<file path="src/psma_pkg.sv">
package psma_pkg;

    // Default width of the running movement sums.
    localparam int SUM_WIDTH_DEFAULT = 16;

    // Width of the reported movement fields.
    localparam int OUT_WIDTH = 16;

    // Item command codes.
    localparam logic CMD_BYTE = 1'b0;
    localparam logic CMD_SCAN = 1'b1;

    // Header byte fields.
    localparam logic [7:0] SYNC_BIT      = 8'h08;
    localparam logic [7:0] OVERFLOW_MASK = 8'hc0;
    localparam int         BUTTON_BITS   = 3;

    // Framing positions within a packet.
    localparam logic [1:0] POS_HEAD = 2'd0;
    localparam logic [1:0] POS_X    = 2'd1;

    typedef struct packed {
        logic       command;
        logic [7:0] data_byte;
        logic       from_aux;
    } in_item_t;

    typedef struct packed {
        logic                          event_valid;
        logic signed [OUT_WIDTH-1:0]   delta_x;
        logic signed [OUT_WIDTH-1:0]   delta_y;
        logic [BUTTON_BITS-1:0]        button_bits;
    } out_item_t;

endpackage

</file>
<file path="src/ps2_mouse_packet_accumulator.sv">
// Channel   Direction  Handshake              Payload
// in        input      in_valid / in_ready    psma_pkg::in_item_t (command, data_byte, from_aux)
// out       output     out_valid / out_ready  psma_pkg::out_item_t (event_valid, deltas, buttons)
// cfg       input      cfg_write              cfg_data (enable)
//
// An accepted item is held in an input register and processed there, and a scan that finds
// a pending event loads the output register. One item is accepted per cycle while the input
// register is not stalled; the single output register is the only point of stall.
// Only a scan that would produce a result waits for the output register to empty; byte items
// and empty scans pass through regardless. Reset clears framing, sums, buttons and the enable.
module ps2_mouse_packet_accumulator #(
    parameter int SUM_WIDTH = psma_pkg::SUM_WIDTH_DEFAULT
) (
    input  logic                 clk,
    input  logic                 rst_n,

    input  logic                 in_valid,
    output logic                 in_ready,
    input  psma_pkg::in_item_t   in_data,

    output logic                 out_valid,
    input  logic                 out_ready,
    output psma_pkg::out_item_t  out_data,

    input  logic                 cfg_write,
    input  logic                 cfg_data
);

    localparam int OW    = psma_pkg::OUT_WIDTH;
    localparam int EXT_W = (SUM_WIDTH > OW) ? SUM_WIDTH : OW;

    // Saturation bounds of the running sums, one bit wider than the sums so that the
    // unclamped sum of a sum and one movement byte always fits.
    localparam logic signed [SUM_WIDTH:0] SUM_MAX =
        $signed({2'b00, {(SUM_WIDTH-1){1'b1}}});
    localparam logic signed [SUM_WIDTH:0] SUM_MIN =
        $signed({2'b11, {(SUM_WIDTH-1){1'b0}}});

    // Bounds of the reported fields, at a width that holds any sum.
    localparam logic signed [EXT_W-1:0] OUT_MAX = EXT_W'(32767);
    localparam logic signed [EXT_W-1:0] OUT_MIN = EXT_W'(-32768);

    // Input stage.
    logic                 item_valid_reg;
    psma_pkg::in_item_t   item_reg;

    // Configuration.
    logic                 enable_reg;

    // Packet framing and accumulation state.
    logic [7:0]                    head_byte_reg,       head_byte_next;
    logic [7:0]                    x_byte_reg,          x_byte_next;
    logic [1:0]                    byte_position_reg,   byte_position_next;
    logic signed [SUM_WIDTH-1:0]   sum_x_reg,           sum_x_next;
    logic signed [SUM_WIDTH-1:0]   sum_y_reg,           sum_y_next;
    logic [psma_pkg::BUTTON_BITS-1:0] latched_buttons_reg, latched_buttons_next;
    logic                          pending_flag_reg,    pending_flag_next;

    // Output stage.
    logic                 out_valid_reg;
    psma_pkg::out_item_t  out_item_reg;

    logic                 is_scan;
    logic                 emit;
    logic                 advance;

    logic signed [SUM_WIDTH:0]  add_x;
    logic signed [SUM_WIDTH:0]  add_y;
    logic signed [SUM_WIDTH-1:0] sat_x;
    logic signed [SUM_WIDTH-1:0] sat_y;
    logic signed [EXT_W-1:0]    ext_x;
    logic signed [EXT_W-1:0]    ext_y;
    logic signed [OW-1:0]       rep_x;
    logic signed [OW-1:0]       rep_y;

    // A scan with a pending event needs the output register; everything else never stalls.
    assign is_scan  = (item_reg.command == psma_pkg::CMD_SCAN);
    assign emit     = item_valid_reg && is_scan && pending_flag_reg;
    assign advance  = item_valid_reg && (!emit || !out_valid_reg || out_ready);
    assign in_ready = !item_valid_reg || advance;

    assign out_valid = out_valid_reg;
    assign out_data  = out_item_reg;

    // Saturating accumulation: X is sign-extended, Y is sign-extended and negated so that
    // screen-down is positive.
    always_comb
    begin
        add_x = (SUM_WIDTH+1)'(sum_x_reg) + (SUM_WIDTH+1)'($signed(x_byte_reg));
        add_y = (SUM_WIDTH+1)'(sum_y_reg) - (SUM_WIDTH+1)'($signed(item_reg.data_byte));

        if (add_x > SUM_MAX)
            sat_x = SUM_MAX[SUM_WIDTH-1:0];
        else if (add_x < SUM_MIN)
            sat_x = SUM_MIN[SUM_WIDTH-1:0];
        else
            sat_x = add_x[SUM_WIDTH-1:0];

        if (add_y > SUM_MAX)
            sat_y = SUM_MAX[SUM_WIDTH-1:0];
        else if (add_y < SUM_MIN)
            sat_y = SUM_MIN[SUM_WIDTH-1:0];
        else
            sat_y = add_y[SUM_WIDTH-1:0];
    end

    // Reported deltas clamp to the 16-bit field range when the sums are wider.
    always_comb
    begin
        ext_x = EXT_W'(sum_x_reg);
        ext_y = EXT_W'(sum_y_reg);

        if (ext_x > OUT_MAX)
            rep_x = OUT_MAX[OW-1:0];
        else if (ext_x < OUT_MIN)
            rep_x = OUT_MIN[OW-1:0];
        else
            rep_x = ext_x[OW-1:0];

        if (ext_y > OUT_MAX)
            rep_y = OUT_MAX[OW-1:0];
        else if (ext_y < OUT_MIN)
            rep_y = OUT_MIN[OW-1:0];
        else
            rep_y = ext_y[OW-1:0];
    end

    // Per-item state update.
    always_comb
    begin
        head_byte_next       = head_byte_reg;
        x_byte_next          = x_byte_reg;
        byte_position_next   = byte_position_reg;
        sum_x_next           = sum_x_reg;
        sum_y_next           = sum_y_reg;
        latched_buttons_next = latched_buttons_reg;
        pending_flag_next    = pending_flag_reg;

        if (advance)
        begin
            if (is_scan)
            begin
                // The sums clear only when a result is reported.
                if (pending_flag_reg)
                begin
                    sum_x_next        = '0;
                    sum_y_next        = '0;
                    pending_flag_next = 1'b0;
                end
            end
            else if (enable_reg && item_reg.from_aux)
            begin
                if (byte_position_reg == psma_pkg::POS_HEAD)
                begin
                    // A packet starts only on a byte carrying the sync bit.
                    if ((item_reg.data_byte & psma_pkg::SYNC_BIT) != 8'h00)
                    begin
                        head_byte_next     = item_reg.data_byte;
                        byte_position_next = psma_pkg::POS_X;
                    end
                end
                else if (byte_position_reg == psma_pkg::POS_X)
                begin
                    x_byte_next        = item_reg.data_byte;
                    byte_position_next = byte_position_reg + 2'd1;
                end
                else
                begin
                    // Third byte: the packet is complete. Overflow packets are dropped.
                    byte_position_next = psma_pkg::POS_HEAD;
                    if ((head_byte_reg & psma_pkg::OVERFLOW_MASK) == 8'h00)
                    begin
                        sum_x_next           = sat_x;
                        sum_y_next           = sat_y;
                        latched_buttons_next = head_byte_reg[psma_pkg::BUTTON_BITS-1:0];
                        pending_flag_next    = 1'b1;
                    end
                end
            end
        end
    end

    always_ff @(posedge clk or negedge rst_n)
    begin
        if (!rst_n)
        begin
            item_valid_reg      <= 1'b0;
            enable_reg          <= 1'b0;
            head_byte_reg       <= '0;
            x_byte_reg          <= '0;
            byte_position_reg   <= psma_pkg::POS_HEAD;
            sum_x_reg           <= '0;
            sum_y_reg           <= '0;
            latched_buttons_reg <= '0;
            pending_flag_reg    <= 1'b0;
            out_valid_reg       <= 1'b0;
        end
        else
        begin
            if (cfg_write)
                enable_reg <= cfg_data;

            if (in_ready)
                item_valid_reg <= in_valid;

            head_byte_reg       <= head_byte_next;
            x_byte_reg          <= x_byte_next;
            byte_position_reg   <= byte_position_next;
            sum_x_reg           <= sum_x_next;
            sum_y_reg           <= sum_y_next;
            latched_buttons_reg <= latched_buttons_next;
            pending_flag_reg    <= pending_flag_next;

            if (advance && emit)
                out_valid_reg <= 1'b1;
            else if (out_ready)
                out_valid_reg <= 1'b0;
        end
    end

    // Payload registers carry no reset.
    always_ff @(posedge clk)
    begin
        if (in_ready && in_valid)
            item_reg <= in_data;

        if (advance && emit)
        begin
            out_item_reg.event_valid <= 1'b1;
            out_item_reg.delta_x     <= rep_x;
            out_item_reg.delta_y     <= rep_y;
            out_item_reg.button_bits <= latched_buttons_reg;
        end
    end

endmodule
</file>
<file path="config.mk">
export PLATFORM = sky130hd
export DESIGN_NAME = ps2_mouse_packet_accumulator
export DESIGN_NICKNAME = d
export VERILOG_FILES = /design/src/psma_pkg.sv /design/src/ps2_mouse_packet_accumulator.sv
export SDC_FILE = /design/constraint.sdc
export NUM_CORES = 1
export LEC_CHECK = 0
export BUFFER_PORTS_ARGS = -buffer_cell sky130_fd_sc_hd__clkbuf_2
export CELL_PAD_IN_SITES_DETAIL_PLACEMENT = 2
export CELL_PAD_IN_SITES_GLOBAL_PLACEMENT = 2
export CORE_AREA = 4 4 131 133
export DETAILED_ROUTE_END_ITERATION = 6
export DIE_AREA = 0 0 135 137
export PLACE_DENSITY_LB_ADDON = 0.2
export SYNTH_ARGS = -nofsm -noshare
export SYNTH_HDL_FRONTEND = slang
export SYNTH_SLANG_ARGS = --single-unit
export TNS_END_PERCENT = 20
</file>
<file path="constraint.sdc">
create_clock -name clk -period 3.25 [get_ports clk]
set_clock_uncertainty 0.2 [all_clocks]
set_input_delay 0.325 -clock clk [delete_from_list [all_inputs] [get_ports clk]]
set_output_delay 0.325 -clock clk [all_outputs]
set_load 0.01 [all_outputs]
</file>
==> key figures, run 1 <==
GRT
  – Total Routing Usage GR: 0.171
  – Largest net degree at the start of global routing: 41
  – Initial antenna violation count: 0
  – Global-route wire length before repair: 24700 µm
  – GRT overflow: 0
  – Vias in the first global route: 4577

Placed design
  – Area post-placement: 0.00598 mm²
  – Place WS: -0.146 ns
  – DP HPWL: 10800 µm
  – Port-buffer cells: 52
  – Cells after DPL: 744
  – Placer congestion estimate: 0.841

Worst setup path
  – Setup crit start kind: flip-flop
  – Worst path max stage delay: 0.48 ns
  – CP max stage cell: a2111oi_4
  – Worst Setup Path Type: reg2reg
  – CP required: 3.29 ns
  – Buf/Inv on CP: 4
  – Crit path cell chain: clkinvlp_4 > buf_12 > ha_1 > buf_4 > nand4_1 > nor2_1 > a2111oi_4 > o211ai_4 > buf_12 > maj3_2 > a22o_1
  – CP arrival: 3.18 ns
  – Critical Path Most Common Cell: buf_12
  – Critical path endpoint category: flip-flop
  – Crit-path max FO: 9
  – CP delay by family, top: compound AO/OA/AOI/OAI gates

Drt
  – Wire per inst: 19.4 µm
  – Detailed Route Iter0 Violations: 125
  – Residual DRC: 0
  – Vias: 4089
  – Drt total wl: 15100 µm
  – Via-to-Cell Ratio: 5.28
  – TritonRoute pass-1 iters: 4
  – Final ANT Viol Nets: 0

Layout
  – Largest register FFs: 35
  – Area Growth Syn to Fin: 18.4%
  – Final non-filler cell total: 775
  – Share of cells above drive strength 1: 0.247
  – Fin util: 0.410
  – Post-route cell area: 0.00649 mm²
  – Final net count: 604
  – Number of diodes: 0

Flow run
  – Maxcap violations: 0

Clock network
  – Longest Clk Path Bufs: 2
  – Clk sinks: 99
  – Clock-pin slew of the registers on the worst-case setup and hold paths: 0.07 ns
  – Worst-skew pair later-pin latency: 0.35 ns
  – Num CTS Buffers: 9
  – Root buffer cell: clkbuf_16
  – CTS tree: built
  – CTS H-tree depth: 3

Synthesis
  – Area of the mapped netlist: 0.00548 mm²
  – Post-synth top area share: 0.246
  – Sequential share of the synthesized area: 0.493
  – Most numerous cell in the Yosys netlist: dfrtp_1
  – FF+latch count, synth: 99
  – Post-synth EDFFs: 45
  – Syn avg cell area: 10.9 µm²
  – Top area cells in the synthesized netlist: dfrtp_1, edfxtp_1, ha_1, nand2_1, mux2_2
  – Async S/R FF share, synth: 0.545
  – Synth Instances: 503
  – Syn Nets: 553
  – Largest area contributor in the netlist: dfrtp_1
  – Ys flop type: dfrtp_1
  – YS warnings: 0
  – Top cells by count, synth: dfrtp_1, edfxtp_1, nand2_1
  – Count of different cell masters after synthesis: 71

Floorplan
  – Io pins: 54
  – Die area: 0.0185 mm²
  – Starting Density: 0.346
  – Core Region: 0.0158 mm²
  – Rows: 46
  – Die Wd: 135 µm
  – Height of the die: 137 µm

Timing
  – Final Max Slew Viols: 0
  – Achievable Freq: 319 MHz
  – Slew of the pin with the lowest slew margin: 0.887 ns
  – RSZ-0062 raised after global routing: true
  – Final Cycle Share: 0.966
  – Final-report hold violation count: 0
  – Setup ws final: 0.110 ns
  – Relative slew slack: 0.407
  – Final Critical Period: 3.14 ns
  – # setup viols final: 0

Hold path
  – HP Class: in2reg

Power
  – Maximum vdd drop: 0.372 mV
  – P_leak: 2.82 nW
  – Power, Total: 5.61 mW
  – PD cells: 864 mW/mm²

Status
  – Status: complete, no violations
-- where the power goes --
part / internal [mW] / switching, mW / total [mW]
clock: 0.574 / 0.480 / 1.05
sequential: 1.61 / 0.246 / 1.86
combinational: 1.22 / 1.48 / 2.69
-- layer usage --
| layer | part of all wire | global-route usage |
|---|---|---|
| met1 | 0.46 | 0.217 |
| met2 | 0.51 | 0.298 |
| met4 | 0.014 | 0.0498 |
| met3 | 0.023 | 0.0298 |
| met5 | 0 | 0 |
-- metrics by stage --
step	TNS, ns	hold slack, ns
3_3_place_gp	-0.678	0.102
4_1_cts	0	0.00209
5_1_grt	-0.109	0.00287
2_1_floorplan	0	-0.171
6_report	0	0.0175
3_5_place_dp	-0.948	0.0998
-- cell usage in the layout (no fill, tap or decap), types with 3 or more instances in the layout --
cell type	synthesis	layout
nor3_1	5	5
buf_12	0	3
maj3_2	5	5
edfxtp_1	45	45
o21ai_1	4	6
o211a_1	3	3
a21o_1	7	7
dfrtp_1	54	54
dlygate4sd3_1	0	12
a221o_1	13	13
ha_1	32	30
o21ai_0	24	22
xor2_1	7	7
a21oi_1	25	23
nor2_1	27	26
nand3_1	12	12
clkbuf_2	0	52
or2_2	4	4
a21oi_2	1	3
xnor2_1	14	14
nand4_1	3	3
o31ai_1	3	3
clkbuf_16	0	10
a41oi_1	3	3
a22o_1	10	10
a211oi_1	4	3
nand2_1	43	43
o21a_1	5	5
nor2b_1	8	7
nand2b_1	8	8
mux2_2	13	13
o211ai_1	3	3
inv_1	20	19
buf_4	4	21
-- cell type report --
type,count,area [µm²]
sequential,99,2700
fill,1658,9340
inverter,20,78.8
clock buffer,12,258
clock inverter,4,33.8
tap,216,270
timing repair buffer,88,598
multi-input combinational,336,2550
-- final timing paths --
path / startpoint / to / slack [ns] / depth (start not counted)
worst min-delay path: cfg_data / enable_reg / 0.02 / 2
worst max register to register: item_reg[8] / ext_y[7] / 0.11 / 11
worst max-delay path: item_reg[8] / ext_y[7] / 0.11 / 11
min in group asynchronous: rst_n / ext_x[15] / 0.26 / 2
max in group asynchronous: rst_n / x_byte_reg[3] / 1.68 / 3
worst min register to register: latched_buttons_reg[2] / out_data[2] / 0.26 / 0
-- cell families (layout without fill, tap and decap cells) --
family                   Yosys count  after routing  synth area share
AO/OA/AOI/OAI                    131            132             0.179
AND/OR/NAND/NOR                  125            125             0.112
flip-flops                        99             99             0.493
buffers and inverters             69            124            0.0539
adder cells (fa/ha/maj)           41             41            0.0942
XOR/XNOR                          22             22            0.0365
multiplexers                      15             15            0.0304
other                              1              1          0.000684
-- repair_timing --
action | 4_1_cts | 5_1_grt
resized for setup | 3 | 8
pin swaps | 0 | 2
gates cloned | 0 | 1
setup buffers | 1 | 1
hold endpoints to repair | 25 | 0
endpoints found under the setup margin | 15 | 16
hold buffers | 12 | 0
Note: power is estimated with default switching activity, not from simulation.
==> run 2, diff against run 1 <==
--- a/config.mk
+++ b/config.mk
@@ -5,7 +5,7 @@
 export SDC_FILE = /design/constraint.sdc
 export NUM_CORES = 1
 export LEC_CHECK = 0
-export BUFFER_PORTS_ARGS = -buffer_cell sky130_fd_sc_hd__clkbuf_2
+export BUFFER_PORTS_ARGS = -buffer_cell sky130_fd_sc_hd__buf_2
 export CELL_PAD_IN_SITES_DETAIL_PLACEMENT = 2
 export CELL_PAD_IN_SITES_GLOBAL_PLACEMENT = 2
 export CORE_AREA = 4 4 131 133
@@ -15,4 +15,4 @@
 export SYNTH_ARGS = -nofsm -noshare
 export SYNTH_HDL_FRONTEND = slang
 export SYNTH_SLANG_ARGS = --single-unit
-export TNS_END_PERCENT = 20
+export TNS_END_PERCENT = 5
==> constraint.sdc (replaced) <==
create_clock -name clk -period 3.25 [get_ports clk]
set_clock_uncertainty 0.2 [all_clocks]
set_input_delay 0.65 -clock clk [delete_from_list [all_inputs] [get_ports clk]]
set_output_delay 0.65 -clock clk [all_outputs]
set_load 0.01 [all_outputs]
==> run 2 against run 1 <==
Compared with the run above: sequential cell count unchanged; global-route usage is 0.64 points higher; sequential power hardly changed; maximum frequency grew 0.22%; worst hold slack gained 0.069 ns; final cell count down 0.65%; routed wire length is 3.5% higher; register-to-register slack about the same; sequential share of layout area increased by 0.63 points; design area fell by 1.5%; non-clock buffer count is 4 lower.
==> key figures, run 2 (synthesis gave the netlist of run 1 again) <==
Status
  – Status: complete, no violations

Drt
  – Detailed Route Iter0 Violations: 205
  – Final ANT Viol Nets: 0
  – Drt total wl: 15600 µm
  – TritonRoute pass-1 iters: 4
  – Residual DRC: 0
  – Wire per inst: 20.2 µm
  – Via-to-Cell Ratio: 5.27
  – Vias: 4058

Timing
  – Final Cycle Share: 0.964
  – Final Critical Period: 3.13 ns
  – Slew of the pin with the lowest slew margin: 0.855 ns
  – Achievable Freq: 319 MHz
  – Setup TNS: 0 ns
  – Final-report hold violation count: 0
  – Relative slew slack: 0.430
  – # setup viols final: 0
  – Setup ws final: 0.117 ns
  – Final Max Slew Viols: 0

Floorplan
  – Rows: 46
  – Starting Density: 0.346
  – Die Wd: 135 µm
  – Io pins: 54
  – Height of the die: 137 µm
  – Core Region: 0.0158 mm²
  – Die area: 0.0185 mm²

Layout
  – Most frequent cells in the layout: dfrtp_1, buf_2, edfxtp_1, nand2_1, ha_1
  – Fillers: 1663
  – Largest register FFs: 35
  – Area Growth Syn to Fin: 16.6%
  – Area of the multi-input gates: 0.00252 mm²
  – Post-route cell area: 0.00639 mm²
  – Share of cells above drive strength 1: 0.251
  – Final net count: 599
  – Most common cell after layout, fill and taps aside: dfrtp_1
  – FF+latch area: 0.00270 mm²
  – Fin util: 0.404
  – Number of diodes: 0

Power
  – Sequential share of power: 0.328
  – Clk pwr share: 0.185
  – Comb power frac: 0.487
  – Switching power share of the total: 0.398
  – P_int: 3.41 mW
  – PD cells: 886 mW/mm²
  – P_leak: 2.80 nW
  – Power, Total: 5.67 mW
  – Maximum vdd drop: 0.358 mV
  – P_sw: 2.25 mW

Placed design
  – Area post-placement: 0.00607 mm²
  – Placer congestion estimate: 0.817
  – Place WS: 0.00355 ns
  – DP HPWL: 11100 µm
  – Port-buffer cells: 52

Clock network
  – Worst-skew pair later-pin latency: 0.36 ns
  – CTS H-tree depth: 3
  – Clk sinks: 99
  – Num CTS Buffers: 9
  – Clock-pin slew of the registers on the worst-case setup and hold paths: 0.07 ns
  – Longest Clk Path Bufs: 2
  – CTS tree: built
  – Post-cts hold buffer count: 0
  – Root buffer cell: clkbuf_16

GRT
  – Total Routing Usage GR: 0.177
  – Grt met3 use: 0.0360
  – Global-route wire length before repair: 25200 µm
  – Initial antenna violation count: 0
  – M2 GR Usage: 0.300
  – Vias in the first global route: 4544
  – Most Used Layer, Global Route: met2
  – Grt met1 use: 0.234
  – Largest net degree at the start of global routing: 55
  – GRT overflow: 0

Worst setup path
  – CP max stage cell: fa_1
  – CP delay by family, top: adder cells
  – CP required: 3.30 ns
  – Worst path max stage delay: 0.46 ns
  – CP arrival: 3.18 ns
  – Setup crit end: ext_y[10]
  – Crit-path max FO: 4
  – Critical path endpoint category: flip-flop
  – Flop2flop setup slack: 0.12 ns
  – Worst Setup Path Type: reg2reg
  – Crit path cell chain: ha_1 > fa_1 > nor2b_4 > o2111ai_1 > a32oi_2 > buf_4 > a21boi_0 > xnor2_1 > maj3_2 > a22o_1
  – Setup crit start kind: flip-flop
  – Worst Reg-to-Reg Cells: 10
  – Reg2reg end: ext_y[10]
  – CP Launch Point: item_reg[1]
  – Reg-to-reg startpoint: item_reg[1]
  – CP Depth: 10
  – Buf/Inv on CP: 1

Flow run
  – Maxcap violations: 0

Hold path
  – HP Class: in2async
run 2: changes by cell type in the layout (fill, tap and decap cells not counted), sizes merged:
cell         change
buf             +60
clkbuf          -53
clkinvlp         -2
dlygate4sd3     -12
inv              +3
o211ai           -1
run 2: through the flow:
stage	hold slack, ns	cells
6_report	0.0864	770
5_1_grt	0.109	770
4_1_cts	0.0974	768
3_5_place_dp	0.251	752
3_3_place_gp	0.237	752
2_1_floorplan	0.154	503
run 2: routing by layer:
metal  share of wire  vias to the layer above
li1                -                     1905
met1            0.46                     2065
met2            0.49                       73
met3           0.035                       15
met4           0.013                        0
met5               0                        -
run 2: area by class of cell:
type,count,area share
clock inverters,5,0.00685
clock buffers,11,0.0364
well taps,216,0.0423
multi-input cells,335,0.394
flip-flops and latches,99,0.423
repair buffers,84,0.0861
inverters,20,0.0117
run 2: how the worst min path moves through the flow:
stage	from	to	slack [ns]	depth (start not counted)
4_1_cts	rst_n	ext_y[12]	0.1	2
5_1_grt	rst_n	ext_y[4]	0.11	2
2_1_floorplan	rst_n	byte_position_reg[0]	0.15	0
6_report	rst_n	ext_y[12]	0.09	2
3_3_place_gp	latched_buttons_reg[2]	out_data[2]	0.24	0
3_5_place_dp	latched_buttons_reg[2]	out_data[2]	0.25	0
run 2: repair_timing:
item / CTS / global route
endpoints found under the setup margin: 14 / 7
gates resized for setup: 2 / 2
cloned: 0 / 0
buffers inserted: 0 / 2
pin swaps: 0 / 3
run 2: power groups by stage:
stage	combinational, mW	clock, mW	sequential, mW
after floorplan	2.02	0	1.79
final	2.76	1.05	1.86
after detailed placement	2.63	0	1.88
after global routing	3.08	1.14	1.90
after global placement	2.51	0	1.87
after CTS	2.68	1.09	1.86
==> run 3, diff against run 2 <==
--- a/config.mk
+++ b/config.mk
@@ -8,9 +8,10 @@
 export BUFFER_PORTS_ARGS = -buffer_cell sky130_fd_sc_hd__buf_2
 export CELL_PAD_IN_SITES_DETAIL_PLACEMENT = 2
 export CELL_PAD_IN_SITES_GLOBAL_PLACEMENT = 2
-export CORE_AREA = 4 4 131 133
+export CORE_AREA = 4 4 127 129
+export CTS_BUF_LIST = sky130_fd_sc_hd__clkbuf_4 sky130_fd_sc_hd__clkbuf_8
 export DETAILED_ROUTE_END_ITERATION = 6
-export DIE_AREA = 0 0 135 137
+export DIE_AREA = 0 0 131 133
 export PLACE_DENSITY_LB_ADDON = 0.2
 export SYNTH_ARGS = -nofsm -noshare
 export SYNTH_HDL_FRONTEND = slang
==> run 3 against run 2 <==
Compared with the run above: routed wire length is 1.9% lower; die area is 5.8% lower; core utilization is 1.6 points higher; sequential share of layout area is 0.56 points higher; count of clock-buffer cells in the layout unchanged; final cell count down 3.1%; register-to-register slack lost 0.06 ns; design area is 1.3% lower; via count is 0.30% higher; critical endpoint is now ext_y[1].
==> key figures, run 3 (synthesis gave the netlist of run 1 again) <==
Layout
  – Largest register FFs: 35
  – Final net count: 603
  – Most common cell after layout, fill and taps aside: dfrtp_1
  – Area Growth Syn to Fin: 15.1%
  – Share of cells above drive strength 1: 0.267
  – Number of diodes: 0
  – Post-route cell area: 0.00631 mm²
  – Fillers: 1572
  – Most frequent cells in the layout: dfrtp_1, buf_2, edfxtp_1, nand2_1, buf_4

GRT
  – Vias in the first global route: 4498
  – Initial antenna violation count: 0
  – Largest net degree at the start of global routing: 37
  – GRT overflow: 0
  – Global-route wire length before repair: 24900 µm
  – Total Routing Usage GR: 0.185

Power
  – P_sw: 2.22 mW
  – P_leak: 2.76 nW
  – P_int: 3.21 mW
  – Clk pwr share: 0.156
  – Switching power share of the total: 0.408
  – Maximum vdd drop: 0.270 mV
  – PD cells: 860 mW/mm²
  – Sequential share of power: 0.343
  – Comb power frac: 0.501

Worst setup path
  – Worst Setup Path Type: reg2reg
  – Worst Reg-to-Reg Cells: 10
  – CP required: 3.33 ns
  – Buf/Inv on CP: 3
  – Reg-to-reg startpoint: item_reg[8]
  – CP max stage cell: edfxtp_1
  – Worst path max stage delay: 0.45 ns
  – CP Depth: 10
  – Crit path cell chain: clkinvlp_4 > buf_12 > ha_1 > o21ai_1 > o211a_1 > a2111oi_4 > o211ai_4 > buf_4 > maj3_1 > a22o_1
  – CP delay by family, top: compound AO/OA/AOI/OAI gates
  – Setup crit start kind: flip-flop
  – CP arrival: 3.27 ns
  – Flop2flop setup slack: 0.06 ns
  – Crit-path max FO: 9
  – Critical path endpoint category: flip-flop
  – Reg2reg end: ext_y[1]

Hold path
  – HP Class: in2reg
  – Hold path depth: 1
  – WHS Endpoint: is_scan
  – HP Start: in_data[9]

Floorplan
  – Io pins: 54
  – Rows: 45
  – Die Wd: 131 µm
  – Starting Density: 0.365
  – Height of the die: 133 µm
  – Die area: 0.0174 mm²
  – Core Region: 0.0150 mm²

Flow run
  – Maxcap violations: 0

Drt
  – Vias: 4070
  – Wire per inst: 20.5 µm
  – Via-to-Cell Ratio: 5.46
  – Drt total wl: 15300 µm
  – Detailed Route Iter0 Violations: 117
  – Residual DRC: 0
  – TritonRoute pass-1 iters: 4
  – Final ANT Viol Nets: 0

Status
  – Status: complete, no violations

Clock network
  – Clk sinks: 99
  – Num CTS Buffers: 9
  – Longest Clk Path Bufs: 2
  – Root buffer cell: clkbuf_8
  – CTS tree: built
  – CTS H-tree depth: 3
  – Worst-skew pair later-pin latency: 0.38 ns
  – Clock-pin slew of the registers on the worst-case setup and hold paths: 0.10 ns

Timing
  – RSZ-0062 raised after global routing: true
  – Achievable Freq: 314 MHz
  – Final Max Slew Viols: 0
  – Final Cycle Share: 0.981
  – Slew of the pin with the lowest slew margin: 1.12 ns
  – Setup ws final: 0.0611 ns
  – # setup viols final: 0
  – Relative slew slack: 0.253
  – Final-report hold violation count: 0
  – Final Critical Period: 3.19 ns
  – Setup TNS: 0 ns

Placed design
  – Placer congestion estimate: 0.830
  – DP HPWL: 11300 µm
  – Port-buffer cells: 52
  – Area post-placement: 0.00601 mm²
  – Place WS: -0.194 ns
[run 3: cell types whose count changed in the layout (fill, tap and decap cells not counted), sizes merged]
cell and change:
dlygate4sd3 +1, bufinv +1, clkinvlp +2, inv -3
buf +3
[run 3: area by class of cell]
class | instances | area, µm² | area share
Multi-Input combinational cell | 335 | 2540 | 0.402
Timing Repair Buffer | 88 | 558 | 0.0884
Clock inverter | 5 | 60.1 | 0.00952
Clock buffer | 11 | 139 | 0.0220
Sequential cell | 99 | 2700 | 0.428
Inverter | 20 | 78.8 | 0.0125
Tap cell | 188 | 235 | 0.0373
[run 3: worst max-delay path by stage]
stage	startpoint	endpoint	slack, ns
finish	item_reg[8]	ext_y[1]	0.06
floorplan	out_ready	ext_x[13]	0.35
global placement	item_reg[8]	ext_y[12]	-0.12
global route	item_reg[8]	ext_y[1]	-0.04
detailed placement	item_reg[8]	ext_y[12]	-0.19
CTS	item_reg[8]	ext_y[12]	-0.07
[run 3: through the flow]
stage | instances | util | total power, mW | hold WS (ns)
floorplan | 503 | - | 3.81 | 0.154
global placement | 725 | 0.400 | 4.38 | 0.237
detailed placement | 725 | 0.400 | 4.50 | 0.243
CTS | 743 | 0.417 | 5.43 | 0.205
global route | 746 | 0.420 | 5.83 | 0.204
finish | 746 | 0.420 | 5.43 | 0.233
[run 3: layer usage]
layer | global-route usage | wire [µm] | share of wire
met5 | 0 | 0 | 0
met1 | 0.246 | 7080 | 0.46
met2 | 0.304 | 7440 | 0.49
met4 | 0.0651 | 329 | 0.022
met3 | 0.0266 | 431 | 0.028
[run 3: repair_timing]
item                                    4_1_cts  5_1_grt
endpoints found under the hold margin        14        0
endpoints found under the setup margin       27       17
buffers inserted                              1        3
pin swaps                                     0        2
hold buffers                                  1        0
gates resized for setup                       5        6
[run 3: power by group through the flow]
stage                     Sequential [mW]  Clock, mW  Combinational (mW)
after global placement               1.88          0                2.50
after CTS                            1.87      0.876                2.69
after global routing                 1.91      0.918                3.01
after floorplan                      1.79          0                2.02
final                                1.86      0.846                2.72
after detailed placement             1.90          0                2.60
